$ cat src/sv/tcw_pkg.sv
// shared constants for the text console writer
package tcw_pkg;

  localparam int REQ_W    = 2;
  localparam int CHAR_W   = 8;
  localparam int ATTR_W   = 8;
  localparam int COL_W    = 7;
  localparam int ROW_W    = 5;
  localparam int CURSOR_W = 11;
  localparam int Q_W      = 7;
  localparam int CCOL_W   = 8;
  localparam int CELL_W   = CHAR_W + ATTR_W;

  localparam logic [REQ_W-1:0] REQ_PUT   = 2'd0;
  localparam logic [REQ_W-1:0] REQ_READ  = 2'd1;
  localparam logic [REQ_W-1:0] REQ_CLEAR = 2'd2;

  localparam logic [CHAR_W-1:0] NEWLINE_CODE = 8'd10;
  localparam logic [CHAR_W-1:0] SPACE_CODE   = 8'd32;
  localparam logic [ATTR_W-1:0] ATTR_RST     = 8'd15;

endpackage

$ cat src/sv/tcw_ctrl.sv
// request sequencer: cursor, put, read, scroll and clear passes, result register
module tcw_ctrl #(
  parameter int COLS   = 80,
  parameter int ROWS   = 25,
  parameter int ADDR_W = 11
) (
  input  logic                          clk,
  input  logic                          rst_n,
  input  logic [tcw_pkg::ATTR_W-1:0]    default_attr,
  input  logic                          in_valid,
  output logic                          in_ready,
  input  logic [tcw_pkg::REQ_W-1:0]     in_req_type,
  input  logic [tcw_pkg::CHAR_W-1:0]    in_char_code,
  input  logic                          in_use_cursor,
  input  logic [tcw_pkg::COL_W-1:0]     in_col,
  input  logic [tcw_pkg::ROW_W-1:0]     in_row,
  input  logic [tcw_pkg::ATTR_W-1:0]    in_attr,
  output logic                          out_valid,
  input  logic                          out_ready,
  output logic [tcw_pkg::CHAR_W-1:0]    out_cell_char,
  output logic [tcw_pkg::ATTR_W-1:0]    out_cell_attr,
  output logic [tcw_pkg::CURSOR_W-1:0]  out_cursor_cell,
  output logic                          out_scrolled,
  output logic                          mem_rd_en,
  output logic [ADDR_W-1:0]             mem_rd_addr,
  input  logic [tcw_pkg::CELL_W-1:0]    mem_rd_data,
  output logic                          mem_wr_en,
  output logic [ADDR_W-1:0]             mem_wr_addr,
  output logic [tcw_pkg::CELL_W-1:0]    mem_wr_data
);

  import tcw_pkg::*;

  localparam int NCELLS = COLS * ROWS;
  localparam int LIN_W  = $clog2(96 * COLS + 128);

  localparam logic [ADDR_W-1:0]   LAST_CELL  = ADDR_W'(NCELLS - 1);
  localparam logic [ADDR_W-1:0]   SHIFT_END  = ADDR_W'(NCELLS - COLS);
  localparam logic [ADDR_W-1:0]   COLS_A     = ADDR_W'(COLS);
  localparam logic [LIN_W-1:0]    NCELLS_L   = LIN_W'(NCELLS);
  localparam logic [LIN_W-1:0]    COLS_L     = LIN_W'(COLS);
  localparam logic [CCOL_W:0]     COLS_C     = (CCOL_W + 1)'(COLS);
  localparam logic [Q_W-1:0]      LAST_ROW   = Q_W'(ROWS - 1);

  typedef enum logic [6:0] {
    S_INIT   = 7'b0000001,
    S_IDLE   = 7'b0000010,
    S_NORM   = 7'b0000100,
    S_PUT    = 7'b0001000,
    S_READ   = 7'b0010000,
    S_SCROLL = 7'b0100000,
    S_DONE   = 7'b1000000
  } state_t;

  state_t               state_r, state_nxt;
  logic [ADDR_W-1:0]    sc_r, sc_nxt;
  logic                 fill_r, fill_nxt;
  logic                 pend_v_r, pend_v_nxt;
  logic                 pend_zero_r, pend_zero_nxt;
  logic [ADDR_W-1:0]    pend_addr_r, pend_addr_nxt;
  logic [ADDR_W-1:0]    cur_lin_r, cur_lin_nxt;
  logic [Q_W-1:0]       cur_row_r, cur_row_nxt;
  logic [CCOL_W-1:0]    cur_col_r, cur_col_nxt;
  logic                 out_valid_r, out_valid_nxt;

  logic [CHAR_W-1:0]    ch_r, ch_nxt;
  logic [ATTR_W-1:0]    at_r, at_nxt;
  logic [Q_W-1:0]       q_r, q_nxt;
  logic [CCOL_W-1:0]    rem_r, rem_nxt;
  logic [LIN_W-1:0]     lin_r, lin_nxt;
  logic                 rd_ok_r, rd_ok_nxt;
  logic [CHAR_W-1:0]    res_char_r, res_char_nxt;
  logic [ATTR_W-1:0]    res_attr_r, res_attr_nxt;
  logic                 res_scr_r, res_scr_nxt;
  logic [CHAR_W-1:0]    out_char_r, out_char_nxt;
  logic [ATTR_W-1:0]    out_attr_r, out_attr_nxt;
  logic [CURSOR_W-1:0]  out_cursor_r, out_cursor_nxt;
  logic                 out_scr_r, out_scr_nxt;

  logic                 in_fire;
  logic [LIN_W-1:0]     in_cell;
  logic                 in_cell_ok;
  logic                 is_newline;
  logic [Q_W-1:0]       q_inc;
  logic [CCOL_W:0]      rem_inc;
  logic                 rem_wrap;
  logic [LIN_W-1:0]     put_lin;
  logic                 put_scroll;
  logic                 put_wr;
  logic                 out_free;

  assign in_ready   = (state_r == S_IDLE);
  assign in_fire    = in_valid && in_ready;
  assign in_cell    = LIN_W'(in_row) * COLS_L + LIN_W'(in_col);
  assign in_cell_ok = in_cell < NCELLS_L;
  assign is_newline = (ch_r == NEWLINE_CODE);
  assign q_inc      = q_r + Q_W'(1);
  assign rem_inc    = {1'b0, rem_r} + (CCOL_W + 1)'(1);
  assign rem_wrap   = (rem_inc == COLS_C);
  assign put_lin    = is_newline ? LIN_W'(q_inc) * COLS_L : lin_r + LIN_W'(1);
  assign put_scroll = put_lin >= NCELLS_L;
  assign put_wr     = !is_newline && (lin_r < NCELLS_L);
  assign out_free   = !out_valid_r || out_ready;

  // memory ports
  always_comb begin
    mem_rd_en   = 1'b0;
    mem_rd_addr = sc_r + COLS_A;
    mem_wr_en   = 1'b0;
    mem_wr_addr = sc_r;
    mem_wr_data = '0;
    if (state_r == S_IDLE) begin
      mem_rd_en   = in_fire && (in_req_type == REQ_READ) && in_cell_ok;
      mem_rd_addr = in_cell[ADDR_W-1:0];
    end else if (state_r == S_SCROLL && !fill_r) begin
      mem_rd_en = (sc_r < SHIFT_END);
    end
    if (pend_v_r) begin
      mem_wr_en   = 1'b1;
      mem_wr_addr = pend_addr_r;
      mem_wr_data = pend_zero_r ? '0 : mem_rd_data;
    end else if (state_r == S_INIT) begin
      mem_wr_en = 1'b1;
    end else if (state_r == S_PUT) begin
      mem_wr_en   = put_wr;
      mem_wr_addr = lin_r[ADDR_W-1:0];
      mem_wr_data = {at_r, ch_r};
    end else if (state_r == S_SCROLL && fill_r) begin
      mem_wr_en   = 1'b1;
      mem_wr_data = (sc_r < SHIFT_END) ? {default_attr, SPACE_CODE} : '0;
    end
  end

  always_comb begin
    state_nxt      = state_r;
    sc_nxt         = sc_r;
    fill_nxt       = fill_r;
    pend_v_nxt     = 1'b0;
    pend_zero_nxt  = sc_r >= SHIFT_END;
    pend_addr_nxt  = sc_r;
    cur_lin_nxt    = cur_lin_r;
    cur_row_nxt    = cur_row_r;
    cur_col_nxt    = cur_col_r;
    out_valid_nxt  = out_valid_r && !out_ready;
    ch_nxt         = ch_r;
    at_nxt         = at_r;
    q_nxt          = q_r;
    rem_nxt        = rem_r;
    lin_nxt        = lin_r;
    rd_ok_nxt      = rd_ok_r;
    res_char_nxt   = res_char_r;
    res_attr_nxt   = res_attr_r;
    res_scr_nxt    = res_scr_r;
    out_char_nxt   = out_char_r;
    out_attr_nxt   = out_attr_r;
    out_cursor_nxt = out_cursor_r;
    out_scr_nxt    = out_scr_r;
    unique case (state_r)
      S_INIT: begin
        sc_nxt = sc_r + ADDR_W'(1);
        if (sc_r == LAST_CELL) begin
          sc_nxt    = '0;
          state_nxt = S_IDLE;
        end
      end
      S_IDLE: begin
        if (in_fire) begin
          ch_nxt       = in_char_code;
          at_nxt       = (in_attr == '0) ? default_attr : in_attr;
          q_nxt        = in_use_cursor ? cur_row_r : Q_W'(in_row);
          rem_nxt      = in_use_cursor ? cur_col_r : CCOL_W'(in_col);
          lin_nxt      = in_use_cursor ? LIN_W'(cur_lin_r) : in_cell;
          rd_ok_nxt    = in_cell_ok;
          res_char_nxt = '0;
          res_attr_nxt = '0;
          res_scr_nxt  = 1'b0;
          sc_nxt       = '0;
          case (in_req_type)
            REQ_PUT:  state_nxt = S_NORM;
            REQ_READ: state_nxt = S_READ;
            REQ_CLEAR: begin
              fill_nxt    = 1'b1;
              res_scr_nxt = 1'b1;
              cur_lin_nxt = '0;
              cur_row_nxt = '0;
              cur_col_nxt = '0;
              state_nxt   = S_SCROLL;
            end
            default: state_nxt = S_DONE;
          endcase
        end
      end
      S_NORM: begin
        // fold columns past the row width into the row number
        if ({1'b0, rem_r} >= COLS_C) begin
          rem_nxt = CCOL_W'({1'b0, rem_r} - COLS_C);
          q_nxt   = q_inc;
        end else begin
          state_nxt = S_PUT;
        end
      end
      S_PUT: begin
        res_scr_nxt = put_scroll;
        if (put_scroll) begin
          cur_lin_nxt = SHIFT_END;
          cur_row_nxt = LAST_ROW;
          cur_col_nxt = '0;
          fill_nxt    = 1'b0;
          state_nxt   = S_SCROLL;
        end else begin
          cur_lin_nxt = put_lin[ADDR_W-1:0];
          cur_row_nxt = (is_newline || rem_wrap) ? q_inc : q_r;
          cur_col_nxt = (is_newline || rem_wrap) ? '0 : rem_inc[CCOL_W-1:0];
          state_nxt   = S_DONE;
        end
      end
      S_READ: begin
        res_char_nxt = rd_ok_r ? mem_rd_data[CHAR_W-1:0] : '0;
        res_attr_nxt = rd_ok_r ? mem_rd_data[CELL_W-1:CHAR_W] : '0;
        state_nxt    = S_DONE;
      end
      S_SCROLL: begin
        pend_v_nxt = !fill_r;
        sc_nxt     = sc_r + ADDR_W'(1);
        if (sc_r == LAST_CELL) begin
          sc_nxt    = '0;
          state_nxt = S_DONE;
        end
      end
      S_DONE: begin
        if (out_free) begin
          out_valid_nxt  = 1'b1;
          out_char_nxt   = res_char_r;
          out_attr_nxt   = res_attr_r;
          out_cursor_nxt = CURSOR_W'(cur_lin_r);
          out_scr_nxt    = res_scr_r;
          state_nxt      = S_IDLE;
        end
      end
      default: state_nxt = S_INIT;
    endcase
  end

  always_ff @(posedge clk) begin
    if (!rst_n) begin
      state_r     <= S_INIT;
      sc_r        <= '0;
      fill_r      <= 1'b0;
      pend_v_r    <= 1'b0;
      cur_lin_r   <= '0;
      cur_row_r   <= '0;
      cur_col_r   <= '0;
      out_valid_r <= 1'b0;
    end else begin
      state_r     <= state_nxt;
      sc_r        <= sc_nxt;
      fill_r      <= fill_nxt;
      pend_v_r    <= pend_v_nxt;
      cur_lin_r   <= cur_lin_nxt;
      cur_row_r   <= cur_row_nxt;
      cur_col_r   <= cur_col_nxt;
      out_valid_r <= out_valid_nxt;
    end
  end

  always_ff @(posedge clk) begin
    pend_zero_r  <= pend_zero_nxt;
    pend_addr_r  <= pend_addr_nxt;
    ch_r         <= ch_nxt;
    at_r         <= at_nxt;
    q_r          <= q_nxt;
    rem_r        <= rem_nxt;
    lin_r        <= lin_nxt;
    rd_ok_r      <= rd_ok_nxt;
    res_char_r   <= res_char_nxt;
    res_attr_r   <= res_attr_nxt;
    res_scr_r    <= res_scr_nxt;
    out_char_r   <= out_char_nxt;
    out_attr_r   <= out_attr_nxt;
    out_cursor_r <= out_cursor_nxt;
    out_scr_r    <= out_scr_nxt;
  end

  assign out_valid       = out_valid_r;
  assign out_cell_char   = out_char_r;
  assign out_cell_attr   = out_attr_r;
  assign out_cursor_cell = out_cursor_r;
  assign out_scrolled    = out_scr_r;

  a_cursor_range: assert property (@(posedge clk) disable iff (!rst_n)
    LIN_W'(cur_lin_r) < NCELLS_L)
    else $error("cursor outside the screen");

  a_cursor_coords: assert property (@(posedge clk) disable iff (!rst_n)
    LIN_W'(cur_row_r) * COLS_L + LIN_W'(cur_col_r) == LIN_W'(cur_lin_r))
    else $error("cursor row and column disagree with cell index");

  a_pend_drained: assert property (@(posedge clk) disable iff (!rst_n)
    state_r == S_IDLE |-> !pend_v_r)
    else $error("shift write still pending at item boundary");

  a_result_loaded: assert property (@(posedge clk) disable iff (!rst_n)
    (state_r == S_DONE && out_free) |=> (out_valid_r && state_r == S_IDLE))
    else $error("result not presented after done");

endmodule

$ cat config.mk
export PLATFORM = sky130hd
export DESIGN_NAME = tcw_ctrl
export DESIGN_NICKNAME = d
export VERILOG_FILES = /design/src/sv/tcw_pkg.sv /design/src/sv/tcw_ctrl.sv
export SDC_FILE = /design/constraint.sdc
export NUM_CORES = 1
export LEC_CHECK = 0
export ABC_AREA = 1
export BUFFER_PORTS_ARGS = -buffer_cell sky130_fd_sc_hd__clkbuf_2
export CAP_MARGIN = 40
export CORE_MARGIN = 1
export CORE_UTILIZATION = 50
export DETAILED_ROUTE_END_ITERATION = 8
export PLACE_DENSITY = 0.74
export SETUP_SLACK_MARGIN = 0.2
export SYNTH_ARGS = -nofsm -noshare
export SYNTH_HDL_FRONTEND = slang
export SYNTH_SLANG_ARGS = --single-unit
$ cat constraint.sdc
create_clock -name clk -period 3.1 [get_ports clk]
set_input_delay 0.465 -clock clk [delete_from_list [all_inputs] [get_ports clk]]
set_output_delay 0.465 -clock clk [all_outputs]
set_load 0.005 [all_outputs]
* Word-level counts from Yosys, hierarchy flattened
Index checks and enable logic that the tools add are counted.
** Storage, ports and cells
- Register bits :: 149
- Input bits :: 59
- Output and inout port bits :: 70
- Word-level logic and storage cells :: 155
** Operators by class
- Add/sub/neg operators :: 7
- Multipliers :: 2
- Order comparisons :: 6
- Eq/ne operators :: 20
- Muxes and demuxes :: 66
- Reduce and logical (&&, ||, !) cells :: 30
** Operators with widths (count)
- $mux 11 :: 10
- $mux 16 :: 6
- $mux 7 :: 13
- $mux 8 :: 11
- $pmux 8 s2 :: 4
- $pmux 7 s7 :: 1
- $pmux 11 s2 :: 2
- $pmux 7 s2 :: 2
- $lt 13x11->1 const B :: 2
- $pmux 7 s3 :: 1
- $add 12x7->13 :: 1
- $add 13x1->13 const B :: 1
- $ge 13x11->1 const B :: 1
- $mux 1 :: 13
- $mux 13 :: 1
- $reduce_and 2->1 :: 6
- $add 11x1->11 const B :: 1
- $add 11x7->11 const B :: 1
- $eq 11x11->1 const B :: 1
- $ge 11x11->1 const B :: 1
- $lt 11x11->1 const B :: 1
- $add 8x1->9 const B :: 1
- $eq 9x7->1 const B :: 1
- $mul 7x3->9 const B :: 1
- 27 further kinds :: 48

* Depth between registers and ports, before layout
- Word-level depth :: 6
- Depth in mapped cells :: 21
- Gate-level depth less buffers :: 21

* Least setup slack after synthesis
No wires, ideal clock.
- Kind :: register to register
- Start point :: register q_r[0]
- End point :: register res_scr_r (data pin)
- Library setup time :: 0.253 ns
- Arrival :: 2.782 ns
- Required time :: 2.847 ns
- Setup slack :: 0.064 ns
- Stages on the path, launching flop included :: 17
- Path buffers :: 0
- Period minus slack after synthesis :: 3.036 ns
- Cells stage by stage :: edfxtp_1 ha_1 or2_1 nand2_1 inv_1 ha_1 inv_1 fa_1 nand3b_1 nand2_1 a21oi_1 o21ai_0 o21ai_2 nor2_8 nand3_4 inv_6 nor2_1
** On the way
- Longest elaborated chain between the ends :: 5
** Ends and longest elaborated chain
- start: declaration :: line tcw_ctrl.sv:68 : logic [Q_W-1:0] q_r, q_nxt;
- start signal: assignment :: line tcw_ctrl.sv:271 : q_r <= q_nxt;
- $add 7x1->7 :: line tcw_ctrl.sv:97 : assign q_inc = q_r + Q_W'(1);
- $mul 7x3->9 :: line tcw_ctrl.sv:100 : assign put_lin = is_newline ? LIN_W'(q_inc) * COLS_L : lin_r + LIN_W'(1);
- $mux 13 :: line tcw_ctrl.sv:100
- $ge 13x11->1 :: line tcw_ctrl.sv:101 : assign put_scroll = put_lin >= NCELLS_L;
- $pmux 1 s2 :: line tcw_ctrl.sv:158 : unique case (state_r)
- via res_scr_nxt :: line tcw_ctrl.sv:74 : logic res_scr_r, res_scr_nxt;
- end signal: assignment :: line tcw_ctrl.sv:277 : res_scr_r <= res_scr_nxt;
- end: declaration :: line tcw_ctrl.sv:74
The timed path passes the listed nets, and every way through them passes these cells.
A chain may end at the register's enable or synchronous reset.

* Worst setup path after layout
- Start point :: input port in_row[1] in the netlist's numbering
- End point :: output port mem_rd_en
** On the way
- Longest elaborated chain between the ends :: 5
** Ends and longest elaborated chain
- start: declaration :: line tcw_ctrl.sv:16 : input logic [tcw_pkg::ROW_W-1:0] in_row,
- $mul 5x3->8 :: line tcw_ctrl.sv:94 : assign in_cell = LIN_W'(in_row) * COLS_L + LIN_W'(in_col);
- $add 12x7->13 :: line tcw_ctrl.sv:94
- $lt 13x11->1 :: line tcw_ctrl.sv:95 : assign in_cell_ok = in_cell < NCELLS_L;
- via in_cell_ok :: line tcw_ctrl.sv:82 : logic in_cell_ok;
- $logic_and 1x1->1 :: line tcw_ctrl.sv:113 : mem_rd_en = in_fire && (in_req_type == REQ_READ) && in_cell_ok;
- $mux 1 :: line tcw_ctrl.sv:112 : if (state_r == S_IDLE) begin
- end: declaration :: line tcw_ctrl.sv:24 : output logic mem_rd_en,
The timed path passes the listed nets, and every way through them passes these cells.

==> results.yml <==
yosys:
  synth_compound_area_share_pct: 12.2
  ys_warn_count: 0
  synth_area_sq_um: 8260
  ys_seq_area_share_pct: 47.0
  synthFlopType: "edfxtp_1"
  synth.avg_cell_area_sq_um: 8.19
  syn-num-nets: 1098
  synth_top_family_by_area: "simple AND/OR/NAND/NOR gates"
  async_flop_share_pct: 0
  synth-adder-area-share_pct: 4.97
  synthXorXnorAreaFrac_pct: 1.70
  synth.distinct_cells: 53
  ys_ff_latch: 149
  synth-simple-area-share_pct: 25.7
  synth_edf_count: 90
  muxShareOfSynthArea_pct: 0
  synthCells: 1008
floorplanning:
  die-area_sq_um: 17000
  core-area_sq_um: 16000
  dieWidth_um: 131
  rows: 46
  die_y_um: 131
  start_util_pct: 51.6
  pin_count: 129
clocking:
  clock_path_buffers: 2
  clock-root-buffer: "clkbuf_16"
  clk_pin_slew_ps: 60
  cts.sinks: 149
  cts_hold_buffers: 0
  clkLatencyLatePin_ps: 440
  cts_buffers: 17
  htree_levels: 4
  cts_tree: "done"
placed_design:
  io_buffer_count: 128
  dp_hpwl_mm: 16.2
  place_area_sq_um: 9300
  gp_congestion: 0.896
  place_ws_ps: -59.4
finish:
  final_common_cell: "nand2_1"
  final_cell_mix: "nand2_1, inv_1, clkbuf_2, nor2_1, edfxtp_1"
  fin_nets: 1265
  final_area_sq_um: 10400
  layout-drive-gt1-share_pct: 28.2
  utilization_pct: 64.8
  n_antenna_cell: 0
  syn_to_final_growth_pct: 25.5
  multi_input_area_sq_um: 4000
  register_area_sq_um: 3880
  fillers: 1359
status:
  status: "completed"
detailed_routing:
  routed_wirelength_mm: 23.0
  drtIter0Drc: 655
  firstDrtPassIters: 6
  dr_total_vias: 7682
  drcViolationCount: 0
  antenna_left: 0
  wl_per_cell_um: 16.4
  routed_via_density: 5.47
worst_setup_path:
  required_ps: 2630
  crit_arrival_ps: 2600
  worst_setup_path_end_kind: "primary output"
  worstSetupStartpointType: "primary input"
  worstSetupPathType: "in -> out"
  crit_path_max_fanout: 2
timing:
  fin_tns_setup_ps: 0
  clock_skew_ps: 9.73
  setup_viol: 0
  hold_viol: 0
  fin_crit_sh_pct: 99.0
  worst_pin_slew_ps: 731
  max_freq_mhz: 326
  period_needed_ps: 3070
  drv_slew: 0
  setup_ws_ps: 31.6
  grt_setup_unrepaired: "true"
  relSlewSlack_pct: 51.2
power:
  total_leakage_power_nw: 4.45
  power_density_nw_per_um2: 506
  ir_drop_mv: 0.422
grt:
  grt_max_degree: 44
  grt_pass1_wl_mm: 35.4
  antenna_found_initial: 0
  overflow: 0
  grt_pass1_vias: 7149
  grt_use_total_pct: 27.8
flow_run:
  maxCapViolCount: 0
min_path:
  hp-class: "in -> reg"
==> report_power, final <==
part	leakage [nW]	internal (mW)	total [mW]	switching, mW
Combinational	2.88	0.373	1.03	0.655
Sequential	1.29	2.16	2.22	0.0543
Clock	0.274	1.12	2.00	0.882
Total	4.45	3.66	5.25	1.59
==> logic make-up (layout without fill, tap and decap cells) <==
| logic type | count (synthesis) | after routing |
|---|---|---|
| simple gates | 468 | 468 |
| buf+inv | 176 | 356 |
| compound gates | 167 | 167 |
| flops | 149 | 149 |
| fa+ha+maj | 31 | 31 |
| xor+xnor | 16 | 16 |
| other cells | 1 | 1 |
==> cells in the mapped netlist, types with 7 or more instances <==
| cell type | n | area (sq um) |
|---|---|---|
| dfxtp_1 | 59 | 1180 |
| nand4_1 | 8 | 50.1 |
| nand2_1 | 229 | 860 |
| o21bai_1 | 11 | 82.6 |
| nand3_1 | 49 | 245 |
| nand2_2 | 14 | 87.6 |
| inv_2 | 10 | 37.5 |
| clkbuf_1 | 22 | 82.6 |
| nor2_1 | 118 | 443 |
| ha_1 | 28 | 350 |
| xor2_1 | 13 | 114 |
| o32ai_1 | 7 | 61.3 |
| a21oi_1 | 38 | 190 |
| inv_1 | 131 | 492 |
| edfxtp_1 | 90 | 2700 |
| nor2_2 | 7 | 43.8 |
| a31oi_1 | 14 | 87.6 |
| a21oi_2 | 9 | 78.8 |
| nor3_1 | 9 | 45.0 |
| o21ai_0 | 63 | 315 |
==> final timing paths <==
kind              slack, ps        startpoint  depth (start not counted)              to
setup / recovery         30         in_row[1]                         13       mem_rd_en
setup reg to reg         90            q_r[0]                         17    cur_row_r[4]
hold / removal          210   in_char_code[7]                          1         ch_r[7]
hold reg to reg         380  pend_addr_nxt[9]                          0  pend_addr_r[9]
==> per-layer routing <==
metal,GRT usage [%],wire (um),vias to the layer above
met4,12.3,725,0
met1,35.8,9660,3641
met2,46.1,10900,336
met5,0,0,-
met3,4.80,1670,64
li1,-,-,3641
==> worst max-delay path, cell delays in order <==
cell and delay, ps:
buf_8 110, ha_4 260, ha_4 140, inv_2 30, fa_2 540, inv_2 60
xor2_1 200, nor4_2 330, a21oi_2 80, buf_4 150, nand3_2 50, nand2_1 40
buf_2 130
==> layout make-up <==
cell class / count / area share [%]
Clock buffer: 17 / 4.10
Clock inverter: 15 / 1.40
Inverter: 144 / 5.33
Multi-Input combinational cell: 683 / 38.5
Sequential cell: 149 / 37.5
Tap cell: 216 / 2.61
Timing Repair Buffer: 179 / 10.5
Timing Repair inverter: 1 / 0.0845
==> repair_timing <==
item                                   4_1_cts  5_1_grt
setup buffers                               11        7
gates cloned                                 1        0
setup endpoints to repair                   31       34
endpoints found under the hold margin        0        0
pin swaps                                   20       21
resized for setup                           33       49
==> state kept, by name, indices dropped and copies added, names as in the netlist, 11 cells and up <==
register	flops
lin_r	13
out_cursor_cell	11
pend_addr_r	11
cur_lin_r	11
pend_addr_nxt	11
==> per-stage QoR <==
step,hold slack [ps],std cells,power [mW]
after detailed placement,377,1353,3.17
after floorplan,326,1008,2.84
final,206,1404,5.25
after global placement,373,1353,3.15
after CTS,198,1397,5.19
after global routing,202,1404,5.43
(Power assumes the default switching activity.)
